`src/hdl/cdq_pkg.sv`:
```
`timescale 1ns / 1ps

package cdq_pkg;

	typedef enum logic [1:0] {
		OP_PUSH_FRONT = 2'd0,
		OP_PUSH_REAR  = 2'd1,
		OP_POP_FRONT  = 2'd2,
		OP_POP_REAR   = 2'd3
	} op_t;

	typedef enum logic [1:0] {
		ST_DONE      = 2'd0,
		ST_OVERFLOW  = 2'd1,
		ST_UNDERFLOW = 2'd2
	} status_t;

	typedef enum logic {
		S_IDLE,
		S_POP_RD
	} state_t;

	// Commands from the controller to the datapath.
	typedef struct packed {
		logic take;    // input beat accepted this cycle
		logic finish;  // pop read data is ready to load into the result
	} cmd_t;

	// Status from the datapath to the controller.
	typedef struct packed {
		logic res_valid;  // result register holds an undelivered beat
		logic pop_hit;    // pending input is a pop on a non-empty deque
	} dp_stat_t;

	localparam int unsigned VALUE_W = 32;
	localparam int unsigned COUNT_W = 4;

endpackage

```
`src/hdl/cdq_ctrl.sv`:
```
`timescale 1ns / 1ps

module cdq_ctrl (
	input  logic              clk,
	input  logic              arst_n,
	input  logic              in_valid,
	input  logic              out_stall,
	input  cdq_pkg::dp_stat_t stat,
	output logic              in_stall,
	output cdq_pkg::cmd_t     cmd
);

	cdq_pkg::state_t state_q;
	cdq_pkg::state_t state_next;
	logic            can_take;

	// In idle, the result register is free when empty or being drained this cycle.
	assign can_take = (state_q == cdq_pkg::S_IDLE) && (!stat.res_valid || !out_stall);

	always_ff @(posedge clk or negedge arst_n) begin
		if (!arst_n) begin
			state_q <= cdq_pkg::S_IDLE;
		end else begin
			state_q <= state_next;
		end
	end

	always_comb begin
		state_next = state_q;
		unique case (state_q)
			cdq_pkg::S_IDLE: begin
				if (can_take && in_valid && stat.pop_hit) begin
					state_next = cdq_pkg::S_POP_RD;
				end
			end
			cdq_pkg::S_POP_RD: begin
				state_next = cdq_pkg::S_IDLE;
			end
			default: begin
				state_next = cdq_pkg::S_IDLE;
			end
		endcase
	end

	always_comb begin
		in_stall   = !can_take;
		cmd.take   = can_take && in_valid;
		cmd.finish = (state_q == cdq_pkg::S_POP_RD);
	end

endmodule

```
`src/hdl/cdq_dp.sv`:
```
`timescale 1ns / 1ps

module cdq_dp #(
	parameter int unsigned DEPTH = 8
) (
	input  logic                                clk,
	input  logic                                arst_n,
	input  cdq_pkg::cmd_t                       cmd,
	input  logic                                out_stall,
	input  logic [1:0]                          opcode,
	input  logic signed [cdq_pkg::VALUE_W-1:0]  push_value,
	output cdq_pkg::dp_stat_t                   stat,
	output logic                                out_valid,
	output logic signed [cdq_pkg::VALUE_W-1:0]  pop_value,
	output logic [1:0]                          status,
	output logic [cdq_pkg::COUNT_W-1:0]         entry_count
);

	localparam int unsigned IDX_W = $clog2(DEPTH);
	localparam int unsigned CNT_W = $clog2(DEPTH + 1);
	localparam logic [IDX_W-1:0] LAST_IDX = IDX_W'(DEPTH - 1);
	localparam logic [CNT_W-1:0] FULL_CNT = CNT_W'(DEPTH);

	logic signed [cdq_pkg::VALUE_W-1:0] mem_q [DEPTH];
	logic signed [cdq_pkg::VALUE_W-1:0] rd_data_q;

	logic [IDX_W-1:0] front_q, rear_q, front_next, rear_next;
	logic [CNT_W-1:0] count_q, count_next;
	logic             res_valid_q;
	logic [1:0]       res_status_q;
	logic [cdq_pkg::COUNT_W-1:0] res_count_q;
	logic signed [cdq_pkg::VALUE_W-1:0] res_value_q;

	logic             is_push, is_empty, is_full;
	logic             wr_en, rd_en;
	logic [IDX_W-1:0] wr_addr, rd_addr;
	cdq_pkg::status_t op_status;
	logic [IDX_W-1:0] front_inc, front_dec, rear_inc, rear_dec;

	assign is_push  = (opcode == cdq_pkg::OP_PUSH_FRONT) || (opcode == cdq_pkg::OP_PUSH_REAR);
	assign is_empty = (count_q == '0);
	assign is_full  = (count_q == FULL_CNT);

	assign front_inc = (front_q == LAST_IDX) ? '0 : front_q + 1'b1;
	assign front_dec = (front_q == '0) ? LAST_IDX : front_q - 1'b1;
	assign rear_inc  = (rear_q == LAST_IDX) ? '0 : rear_q + 1'b1;
	assign rear_dec  = (rear_q == '0) ? LAST_IDX : rear_q - 1'b1;

	always_comb begin
		front_next = front_q;
		rear_next  = rear_q;
		count_next = count_q;
		wr_en      = 1'b0;
		wr_addr    = '0;
		rd_en      = 1'b0;
		rd_addr    = front_q;
		op_status  = cdq_pkg::ST_DONE;
		if (is_push) begin
			if (is_full) begin
				op_status = cdq_pkg::ST_OVERFLOW;
			end else begin
				wr_en      = cmd.take;
				count_next = count_q + 1'b1;
				priority if (is_empty) begin
					front_next = '0;
					rear_next  = '0;
					wr_addr    = '0;
				end else if (opcode == cdq_pkg::OP_PUSH_FRONT) begin
					front_next = front_dec;
					wr_addr    = front_dec;
				end else begin
					rear_next = rear_inc;
					wr_addr   = rear_inc;
				end
			end
		end else begin
			if (is_empty) begin
				op_status = cdq_pkg::ST_UNDERFLOW;
			end else begin
				rd_en      = cmd.take;
				count_next = count_q - 1'b1;
				if (opcode == cdq_pkg::OP_POP_FRONT) begin
					rd_addr    = front_q;
					front_next = front_inc;
				end else begin
					rd_addr   = rear_q;
					rear_next = rear_dec;
				end
				if (count_q == CNT_W'(1)) begin
					front_next = '0;
					rear_next  = '0;
				end
			end
		end
	end

	assign stat.pop_hit   = !is_push && !is_empty;
	assign stat.res_valid = res_valid_q;

	// Storage: one write port for pushes, one registered read port for pops.
	always_ff @(posedge clk) begin
		if (wr_en) begin
			mem_q[wr_addr] <= push_value;
		end
		if (rd_en) begin
			rd_data_q <= mem_q[rd_addr];
		end
	end

	always_ff @(posedge clk or negedge arst_n) begin
		if (!arst_n) begin
			front_q     <= '0;
			rear_q      <= '0;
			count_q     <= '0;
			res_valid_q <= 1'b0;
		end else begin
			if (cmd.take) begin
				front_q <= front_next;
				rear_q  <= rear_next;
				count_q <= count_next;
			end
			priority if (cmd.take && !stat.pop_hit) begin
				res_valid_q <= 1'b1;
			end else if (cmd.finish) begin
				res_valid_q <= 1'b1;
			end else if (res_valid_q && !out_stall) begin
				res_valid_q <= 1'b0;
			end
		end
	end

	always_ff @(posedge clk) begin
		if (cmd.take) begin
			res_status_q <= op_status;
			res_count_q  <= cdq_pkg::COUNT_W'(count_next);
			res_value_q  <= '0;
		end else if (cmd.finish) begin
			res_value_q <= rd_data_q;
		end
	end

	assign out_valid   = res_valid_q;
	assign pop_value   = res_value_q;
	assign status      = res_status_q;
	assign entry_count = res_count_q;

endmodule

```
`src/hdl/circular_deque.sv`:
```
`timescale 1ns / 1ps

// Channel   Direction  Handshake             Fields
// input     in         in_valid / in_stall   opcode, push_value
// result    out        out_valid / out_stall pop_value, status, entry_count
//
// A push, or a pop on an empty deque, shows its result in the cycle after its beat.
// A successful pop passes through the registered read port of the storage, then the result register.
// A new beat is taken when the result register is empty or drains in that cycle,
// but never in the cycle in which a pop read completes.
// Reset clears the indices, the count and the result flag; storage is not cleared.
// A stalled result holds its fields and blocks only further input beats.

module circular_deque #(
	parameter int unsigned DEPTH = 8
) (
	input  logic                                clk,
	input  logic                                arst_n,
	input  logic                                in_valid,
	output logic                                in_stall,
	input  logic [1:0]                          opcode,
	input  logic signed [cdq_pkg::VALUE_W-1:0]  push_value,
	output logic                                out_valid,
	input  logic                                out_stall,
	output logic signed [cdq_pkg::VALUE_W-1:0]  pop_value,
	output logic [1:0]                          status,
	output logic [cdq_pkg::COUNT_W-1:0]         entry_count
);

	// Commands travel from the controller to the datapath, status the other way.
	cdq_pkg::cmd_t     cmd;
	cdq_pkg::dp_stat_t stat;

	// The controller decides when a beat is taken and when a pop read completes.
	cdq_ctrl u_ctrl (
		.clk       (clk),
		.arst_n    (arst_n),
		.in_valid  (in_valid),
		.out_stall (out_stall),
		.stat      (stat),
		.in_stall  (in_stall),
		.cmd       (cmd)
	);

	// The datapath holds the ring storage, both end indices, the count and
	// the result register.
	cdq_dp #(
		.DEPTH (DEPTH)
	) u_dp (
		.clk         (clk),
		.arst_n      (arst_n),
		.cmd         (cmd),
		.out_stall   (out_stall),
		.opcode      (opcode),
		.push_value  (push_value),
		.stat        (stat),
		.out_valid   (out_valid),
		.pop_value   (pop_value),
		.status      (status),
		.entry_count (entry_count)
	);

endmodule

```
`config.mk`:
```
export PLATFORM = sky130hd
export DESIGN_NAME = circular_deque
export DESIGN_NICKNAME = d
export VERILOG_FILES = /design/src/hdl/cdq_pkg.sv /design/src/hdl/cdq_ctrl.sv /design/src/hdl/cdq_dp.sv /design/src/hdl/circular_deque.sv
export SDC_FILE = /design/constraint.sdc
export NUM_CORES = 1
export LEC_CHECK = 0
export BUFFER_PORTS_ARGS = -buffer_cell sky130_fd_sc_hd__clkbuf_2
export CORE_UTILIZATION = 32
export DETAILED_ROUTE_END_ITERATION = 8
export GPL_ROUTABILITY_DRIVEN = 1
export GPL_TIMING_DRIVEN = 0
export PLACE_DENSITY = 0.51
export RECOVER_POWER = 25
export SYNTH_ARGS = -nofsm -noshare
export SYNTH_HDL_FRONTEND = slang
export SYNTH_HIERARCHICAL = 1
export SYNTH_SLANG_ARGS = --single-unit
```
`constraint.sdc`:
```
create_clock -name clk -period 7.7 [get_ports clk]
set_input_delay 1.155 -clock clk [delete_from_list [all_inputs] [get_ports clk]]
set_output_delay 1.155 -clock clk [all_outputs]
set_load 0.1 [all_outputs]
```
# After elaboration in Yosys (flattened, before gate mapping)

Memory sizes are Yosys's and may differ from the RTL's. A register that Yosys moved wholly into a read port is not among the register bits.
Index checks and enable logic that the tools add are counted.

Register bits: 50
Bits in writable memories: 256
Bits of input ports: 38
Output and inout port bits: 40
Word-level logic and storage cells: 91
Memories: 1

Memory list:

| memory     | words | width | read ports | clocked after Yosys merged registers in | write ports | line         | RTL |
|---|---|---|---|---|---|---|---|
| u_dp.mem_q | 8     | 32    | 1          | 1                                       | 1           | cdq_dp.sv:24 | `logic signed [cdq_pkg::VALUE_W-1:0] mem_q [DEPTH];` |

Add/sub/neg operators: 6
Eq/ne operators: 11
Multiplexer cells: 42
Bitwise logic cells: 1
Reductions and logical operators: 22

Operator list:

| operator                                              | count |
|---|---|
| two-way mux 3 bit                                     | 25 |
| two-way mux 4 bit                                     | 3 |
| two-way mux 1 bit                                     | 11 |
| AND reduction 5 bit                                   | 2 |
| adder 3 x 1 -> 3 bit, second input constant           | 2 |
| == test 3 bit, second input constant                  | 2 |
| logical AND 1 bit                                     | 6 |
| logical NOT 1 bit                                     | 6 |
| logical NOT 3 bit                                     | 2 |
| inequality test 3 bit, second input constant          | 2 |
| nonzero test 3 bit                                    | 2 |
| subtractor 3 x 1 -> 3 bit, second input constant      | 2 |
| adder 4 x 1 -> 4 bit, second input constant           | 1 |
| == test 4 x 1 -> 1 bit, second input constant         | 1 |
| == test 4 bit, second input constant                  | 1 |
| logical NOT 4 bit                                     | 1 |
| two-way mux 2 bit                                     | 2 |
| subtractor 4 x 1 -> 4 bit, second input constant      | 1 |
| inequality test 3 x 2 -> 1 bit, second input constant | 1 |
| == test 2 x 1 -> 1 bit, second input constant         | 1 |
| == test 2 bit, second input constant                  | 1 |
| logical NOT 2 bit                                     | 1 |
| logical OR 1 bit                                      | 2 |
| inequality test 2 x 1 -> 1 bit, second input constant | 1 |
| 3 further kinds                                       | 3 |

# Depth between registers and ports, before layout

Gate-level depths: netlist of the first run.

Depth in word-level cells: 8
Gate-level depth with buffers: 9

# By module

The synthesis of the first run kept the hierarchy.

Modules (own cells, without submodules):

| module   | times used | cells an instance | area each (um^2) | seq. area each (um^2) |
|---|---|---|---|---|
| cdq_dp   | 1          | 992               | 14088.5          | 9744.3 |
| cdq_ctrl | 1          | 6                 | 58.8             | 25.0 |

# Worst setup path after synthesis of the first run

No wires, ideal clock.

Kind: input -> register
Start point: in out_stall
End point: mem u_dp/mem_q[0][0] (netlist bit) (enable)
Setup time: 0.468 ns
Arrival: 4.416 ns
Slack: 2.816 ns
Stages on the path: 5
Cells stage by stage: a21oi_2 -> and2_2 -> clkbuf_1 -> nand3b_1 -> nor3b_1

RTL lines:

| what        | line                 | RTL |
|---|---|---|
| from (decl) | circular_deque.sv:24 | `input logic out_stall,` |
| to (decl)   | cdq_dp.sv:24         |  |

# Worst setup path after layout of the first run

Start point: reg u_dp.count_q[0]
End point: reg u_dp/rd_data_q[13] (netlist bit) (read register of u_dp.mem_q) (data pin)

Cells in the longest elaborated chain, start to end: 3

Ends and longest elaborated chain:

| what                                                   | line          | RTL |
|---|---|---|
| from (decl)                                            | cdq_dp.sv:28  | `logic [CNT_W-1:0] count_q, count_next;` |
| from (signal assigned)                                 | cdq_dp.sv:120 | `count_q <= count_next;` |
| logical NOT 4 bit (*)                                  | cdq_dp.sv:41  | `assign is_empty = (count_q == '0);` |
| two-way mux 3 bit or two-way mux 1 bit (tied branches) | cdq_dp.sv:77  | `if (is_empty) begin` |
| two-way mux 3 bit or two-way mux 1 bit (tied branches) | cdq_dp.sv:58  | `if (is_push) begin` |
| to (decl)                                              | cdq_dp.sv:25  | `logic signed [cdq_pkg::VALUE_W-1:0] rd_data_q;` |

Every way passes the cells marked *; elsewhere a longest branch is shown, timed or not.
A chain may end at the register's enable or synchronous reset.

==> out/summary.txt, run 1 <==
status = complete, no violations
Setup WS post-layout = 4.05 ns
H-tree depth = 2
CTS tree = built
CTS max path bufs = 3
r2r setup slk = 4.05 ns
total wire length = 38300 microns
hold crit path type = register to register
Post-synth ARST share = 0.0355
Core Box Area = 0.0434 sq mm
clk root buf = clkbuf_16
Tightest Pin Transition = 1.19 ns
initial antenna violation count = 3
largest net degree at the start of global routing = 22
drt drc = 0
dominant synthesized flop cell = edfxtp_1
I/O pin count = 78
post-place setup slack = 3.54 ns
cell leakage power = 5.86 nW
Final setup viols = 0
crit path DAT = 3.87 ns
Seq pwr share = 0.380
All-Layer GR Usage = 0.172
post-route clock period utilization = 0.474
Max-Cap Viols = 0
CP Launch Type = register
syn nets = 1047
total negative setup slack = 0 ns
met1 wire length = 17300 microns
Die Ht = 212 microns
average routed wire per standard cell = 21.8 microns
synthesized area per cell = 14.2 sq um
vias per cell = 5.19
post-CTS setup buffer count = 0
IO buf count = 76
Post-DP Area = 0.0156 sq mm
EDFF count, synth = 294
top cells by area, synth = edfxtp_1 62%, mux2i_1 4.8%, dfxtp_1 4.5%
critical path class = register to register
Layout area overhead = 18.7%
Syn Inst Count = 998
CP endpoint kind = register
CP max FO = 10
met3 WL post-DR = 2230 microns
pwr/cell area = 368 mW/mm^2
vias in the first global route = 8880
register area share after synthesis = 0.691
nets@finish = 1188
CTS Buf Count = 37
hold_buf cts = 0
DRT iter0 DRCs = 704
FF+latch count, synth = 338
most frequent cells in the layout = 294 x edfxtp_1, 73 x nor2_1, 68 x mux2i_1, 66 x clkbuf_1, 53 x clkbuf_2
standard-cell rows = 76
Comb power frac = 0.345
Layout Skew = 0.00977 ns
via count = 9107
Cell Area, Synth = 0.0141 sq mm
Clock Power Share = 0.275
commonest non-fill, non-tap cell in the layout = edfxtp_1
layout cells sized above 1 = 0.164
Reg clk slew, reported paths = 0.06 ns
GP Congestion = 0.811
Fin. Hold Viols = 0
Worst Path Required = 7.92 ns
Worst IR Drop VDD = 160 uV
Slew Limit Fails = 0
Int Pwr = 3.86 mW
total grt overflow = 0
Skew-Pair Late Insertion Delay = 0.53 ns
CTS Sinks = 338
DP Cell Count = 1685
YS warnings = 6
met2 WL = 17900 microns
Yosys top cell by area = edfxtp_1
switching power = 2.33 mW
RSZ-0062 raised after global routing = false
Yosys top cell area share = 0.624
Top Layer Used = met5
Finished Layout Cells = 1754
Max Freq = 274 MHz
ANT nets after route = 0
HPWL Detailed = 25100 microns
effective utilization at floorplan = 0.326
Post-Route Utilization = 0.387
relative slew slack = 0.206
final instance area = 0.0168 sq mm
first-pass GRT wire length = 57300 microns
Die Span X = 212 microns
Resized Gates After CTS = 0
drt first pass iters = 5
sw frac = 0.376
die area = 0.0451 sq mm
Distinct cells, synth = 58
final worst path period need = 3.65 ns
-- power groups by stage --
stage          combinational (mW)  sequential (mW)  clock (mW)
2_1_floorplan                1.10             2.74           0
3_3_place_gp                 2.09             2.40           0
6_report                     2.13             2.35        1.70
4_1_cts                      2.15             2.35        1.75
5_1_grt                      2.30             2.37        1.82
3_5_place_dp                 2.14             2.39           0
-- flip-flops by register name, summed over array words and instances, names as in the netlist --
signal            count
u_dp/status           2
u_ctrl/state_q        1
u_dp/rear_q           3
u_dp/rd_data_q       32
u_dp/count_q          4
u_dp/front_q          3
u_dp/out_valid        1
u_dp/pop_value       32
u_dp/mem_q          256
u_dp/entry_count      4
-- cell families (layout without fill, tap and decap cells) --
logic type      after synthesis  after routing  synth area share
compound gates              269            269             0.141
xor+xnor                      3              3           0.00186
fa+ha+maj                    11             11           0.00973
buf+inv                     113            283            0.0356
flops                       338            338             0.691
mux                          71             71            0.0505
other cells                   0              1                 0
simple gates                193            193            0.0712
-- metrics by stage --
stage          hold slack (ns)  power, mW
2_1_floorplan            0.456       3.84
3_3_place_gp             0.463       4.48
3_5_place_dp             0.474       4.53
4_1_cts                  0.487       6.25
5_1_grt                  0.501       6.49
6_report                 0.482       6.18
-- cells in the mapped netlist, drive strengths merged, types with 2 or more instances --
cell	number
o21a	34
nor4	37
nor3b	4
a21oi	43
o32ai	33
dfxtp	32
edfxtp	294
a31oi	3
inv	42
ha	11
nand3	4
clkbuf	28
a211oi	33
nand2	16
mux2i	68
xnor2	2
buf	43
nand2b	3
mux2	3
and2	5
o21bai	33
nor2	75
a21boi	3
a22oi	2
a2111oi	32
nor2b	3
o22ai	32
o211ai	3
dfrtp	12
o21ai	10
and3	34
nor3	8
-- final timing paths --
| check | start | depth (start not counted) | end |
|---|---|---|---|
| hold reg to reg | u_dp/rd_data_q[3] | 2 | u_dp/pop_value[3] |
| setup reg to reg | u_dp/count_q[0] | 9 | u_dp/rd_data_q[13] |
| min in group asynchronous | arst_n | 1 | u_dp/count_q[3] |
| setup / recovery | u_dp/count_q[0] | 9 | u_dp/rd_data_q[13] |
| hold / removal | u_dp/rd_data_q[3] | 2 | u_dp/pop_value[3] |
| max in group asynchronous | arst_n | 1 | u_dp/out_valid |
-- worst max-delay path: stages, from the launching register on --
cell and delay (ns):
dfrtp_1 0.48, inv_1 0.12, ha_1 0.27, nor3b_4 0.20, buf_4 0.18, o21ai_1 0.63, clkbuf_1 0.52, and3_1 0.25
a211oi_1 0.05, nor4_1 0.64
-- final cells by class --
cell class	count	area, sq um
fillers	4179	26600
flip-flops and latches	338	9770
multi-input cells	547	3930
clock buffers	57	1070
well taps	585	732
repair buffers	102	693
plain buffers	71	347
inverters	42	158
clock inverters	11	87.6
diodes	1	2.50
-- layer usage --
layer  GRT usage  vias up
met5           0        -
met4      0.0491        4
met3      0.0335       61
met2       0.279      264
met1       0.235     4554
li1            -     4224
(Power assumes the default switching activity.)
==> run 2, diff against run 1 <==
clock period = 3.4 ns   (was 7.7 ns; I/O delays follow)
==> run 2 against run 1 <==
  * First-iteration DRC count rose by 3.0%
  * Non-clock buffer count fell by 2
  * Global-route usage fell by 0.13 points
  * Cell count barely moved
  * Power rose by 130%
  * Design area rose by 1.9%
  * Fmax rose by 11%
  * Combinational power rose by 130%
  * Clock-buffer cell count fell by 6
  * Register-to-register slack got worse by 3.9 ns
  * Worst setup slack got worse by 3.9 ns
  * Clock power rose by 150%
  * Critical path type unchanged
  * Highest routed layer unchanged
==> out/summary.txt, run 2 (same netlist as run 1, synthesis figures left out) <==
status = complete, no violations (unchanged)
commonest non-fill, non-tap cell in the layout = edfxtp_1 (unchanged)
total wire length = 38400 microns (was 38300 microns)
Clock Power Share = 0.291 (was 0.275)
Largest register FFs = 256 (unchanged)
Skew-Pair Late Insertion Delay = 0.52 ns (was 0.53 ns)
HPWL Detailed = 24800 microns (was 25100 microns)
CTS Buf Count = 39 (was 37)
Comb power frac = 0.342 (was 0.345)
post-place setup slack = -0.356 ns (was 3.54 ns)
hold path startpoint = in_valid (was u_dp/rd_data_q[3])
FF-to-FF Start = u_dp/count_q[0] (unchanged)
crit path DAT = 3.54 ns (was 3.87 ns)
drt first pass iters = 5 (unchanged)
critical path class = register to register (unchanged)
vias in the first global route = 8904 (was 8880)
average routed wire per standard cell = 21.9 microns (was 21.8 microns)
drt drc = 0 (unchanged)
Tightest Pin Transition = 1.12 ns (was 1.19 ns)
Slew Limit Fails = 0 (unchanged)
CTS tree = built (unchanged)
Cell Chain, Critical Path = inv_1, ha_1, nor3b_4, buf_4, o21ai_2, nand2_1, buf_2, a211oi_1, nor4_1 (was inv_1, ha_1, nor3b_4, buf_4, o21ai_1, clkbuf_1, and3_1, a211oi_1, nor4_1)
CP max stage cell = nor4_1 (unchanged)
worst-case reg-to-reg path depth = 9 (unchanged)
total grt overflow = 0 (unchanged)
Layout Skew = 0.0134 ns (was 0.00977 ns)
r2r setup slk = 0.12 ns (was 4.05 ns)
cell family with most CP delay = simple AND/OR/NAND/NOR gates (unchanged)
Max Freq = 305 MHz (was 274 MHz)
H-tree depth = 2 (unchanged)
CP Launch Type = register (unchanged)
Final setup viols = 0 (unchanged)
cell leakage power = 6.00 nW (was 5.86 nW)
CTS max path bufs = 3 (unchanged)
I/O pin count = 78 (unchanged)
Seq pwr share = 0.367 (was 0.380)
Worst IR Drop VDD = 344 uV (was 160 uV)
vias per cell = 5.17 (was 5.19)
reg-to-reg critical path endpoint = u_dp/rd_data_q[27] (was u_dp/rd_data_q[13])
CTS Sinks = 338 (unchanged)
Antenna diodes = 0 (was 1)
standard-cell rows = 76 (unchanged)
Layout area overhead = 21.0% (was 18.7%)
most frequent cells in the layout = 294 x edfxtp_1, 73 x nor2_1, 68 x mux2i_1, 58 x clkbuf_2, 55 x clkbuf_1 (was 294 x edfxtp_1, 73 x nor2_1, 68 x mux2i_1, 66 x clkbuf_1, 53 x clkbuf_2)
first-pass GRT wire length = 56800 microns (was 57300 microns)
CP endpoint kind = register (unchanged)
die area = 0.0451 sq mm (unchanged)
switching power = 5.34 mW (was 2.33 mW)
IO buf count = 76 (unchanged)
effective utilization at floorplan = 0.326 (unchanged)
largest reg by FF count = u_dp/mem_q (unchanged)
clk root buf = clkbuf_16 (unchanged)
hold crit path type = primary input to register (was register to register)
post-route clock period utilization = 0.965 (was 0.474)
CP max FO = 10 (unchanged)
GP Congestion = 0.800 (was 0.811)
Max stage delay on crit path = 0.49 ns (was 0.64 ns)
Worst Path Required = 3.66 ns (was 7.92 ns)
via count = 9062 (was 9107)
Die Ht = 212 microns (unchanged)
pwr/cell area = 848 mW/mm^2 (was 368 mW/mm^2)
Setup WS post-layout = 0.120 ns (was 4.05 ns)
Fin. Hold Viols = 0 (unchanged)
Core Box Area = 0.0434 sq mm (unchanged)
hold endpoint = u_ctrl/state_q (was u_dp/pop_value[3])
Die Span X = 212 microns (unchanged)
DRT iter0 DRCs = 725 (was 704)
largest net degree at the start of global routing = 24 (was 22)
ANT nets after route = 0 (unchanged)
WP buf/inv = 3 (unchanged)
relative slew slack = 0.251 (was 0.206)
Fin Hold WS = 0.238 ns (was 0.482 ns)
sw frac = 0.368 (was 0.376)
FILL cells = 4095 (was 4179)
nets@finish = 1188 (unchanged)
hold depth = 2 (unchanged)
Int Pwr = 9.17 mW (was 3.86 mW)
Max-Cap Viols = 0 (unchanged)
layout cells sized above 1 = 0.176 (was 0.164)
All-Layer GR Usage = 0.171 (was 0.172)
initial antenna violation count = 2 (was 3)
final worst path period need = 3.28 ns (was 3.65 ns)
Reg clk slew, reported paths = 0.06 ns (about the same)
-- run 2: cell count changes in the layout (fill, tap and decap cells not counted), sizes merged --
cell	change
clkbuf	-5
buf	-4
diode	-1
clkinvlp	-1
bufinv	+5
clkinv	+5
dlygate4sd3	+1
inv	-1
-- run 2: how the worst max path moves through the flow --
stage / start / end / slack [ns] / cells past startpoint
floorplan: u_dp/out_valid / u_dp/mem_q[1][0] / -0.14 / 6
global placement: u_dp/count_q[0] / u_dp/mem_q[1][16] / -1.85 / 7
detailed placement: out_stall / u_dp/mem_q[2][16] / -0.36 / 8
CTS: u_dp/out_valid / u_dp/mem_q[6][16] / 0.02 / 7
global route: u_dp/count_q[0] / u_dp/rd_data_q[0] / -0.05 / 9
finish: u_dp/count_q[0] / u_dp/rd_data_q[27] / 0.12 / 9
-- run 2: repair_timing --
item / in CTS / in global routing
pin swaps: 2 / 3
gates cloned: 0 / 0
endpoints found under the setup margin: 38 / 130
hold endpoints to repair: 12 / 0
resized for setup: 5 / 19
buffers inserted: 1 / 6
hold buffers: 1 / 0
-- run 2: power by group through the flow --
stage | combinational [mW] | clock, mW | sequential (mW)
floorplan | 2.53 | 0 | 6.20
global placement | 4.76 | 0 | 5.41
detailed placement | 4.89 | 0 | 5.41
CTS | 4.93 | 4.34 | 5.33
global route | 5.32 | 4.50 | 5.37
finish | 4.96 | 4.23 | 5.32
-- run 2: cell type report --
class | instances | area, sq um | share of cell area
tap | 585 | 732 | 0.0428
buffer | 71 | 357 | 0.0208
clock inverter | 19 | 239 | 0.0140
clock buffer | 51 | 1050 | 0.0614
inverter | 42 | 158 | 0.00921
timing repair buffer | 100 | 788 | 0.0461
sequential | 338 | 9770 | 0.571
multi-input combinational | 547 | 4020 | 0.235
-- run 2: stage by stage --
step	std cells	area, sq um	TNS [ns]	power (mW)	utilization
2_1_floorplan	998	14200	-9.13	8.73	-
6_report	1753	17100	0	14.5	0.395
4_1_cts	1747	17000	0	14.6	0.393
3_3_place_gp	1659	15300	-355.68	10.2	0.353
3_5_place_dp	1675	15700	-8.48	10.3	0.362
5_1_grt	1753	17100	-0.0477	15.2	0.395
-- run 2: routing by layer --
metal,up-vias,track usage,share of wire
met1,4533,0.226,0.44
met3,60,0.0355,0.063
met2,251,0.284,0.48
met4,4,0.0491,0.021
met5,-,0,0.00060
li1,4214,-,-
-- run 2: worst reg2reg max path: cells and delay by family, from the launching register on --
family | cells | cell delay [ns]
buffers and inverters | 3 | 0.79
AOI/OAI and AO/OA | 2 | 0.34
DFF | 1 | 0.46
adders and majority gates | 1 | 0.25
and+or+nand+nor | 3 | 1.19
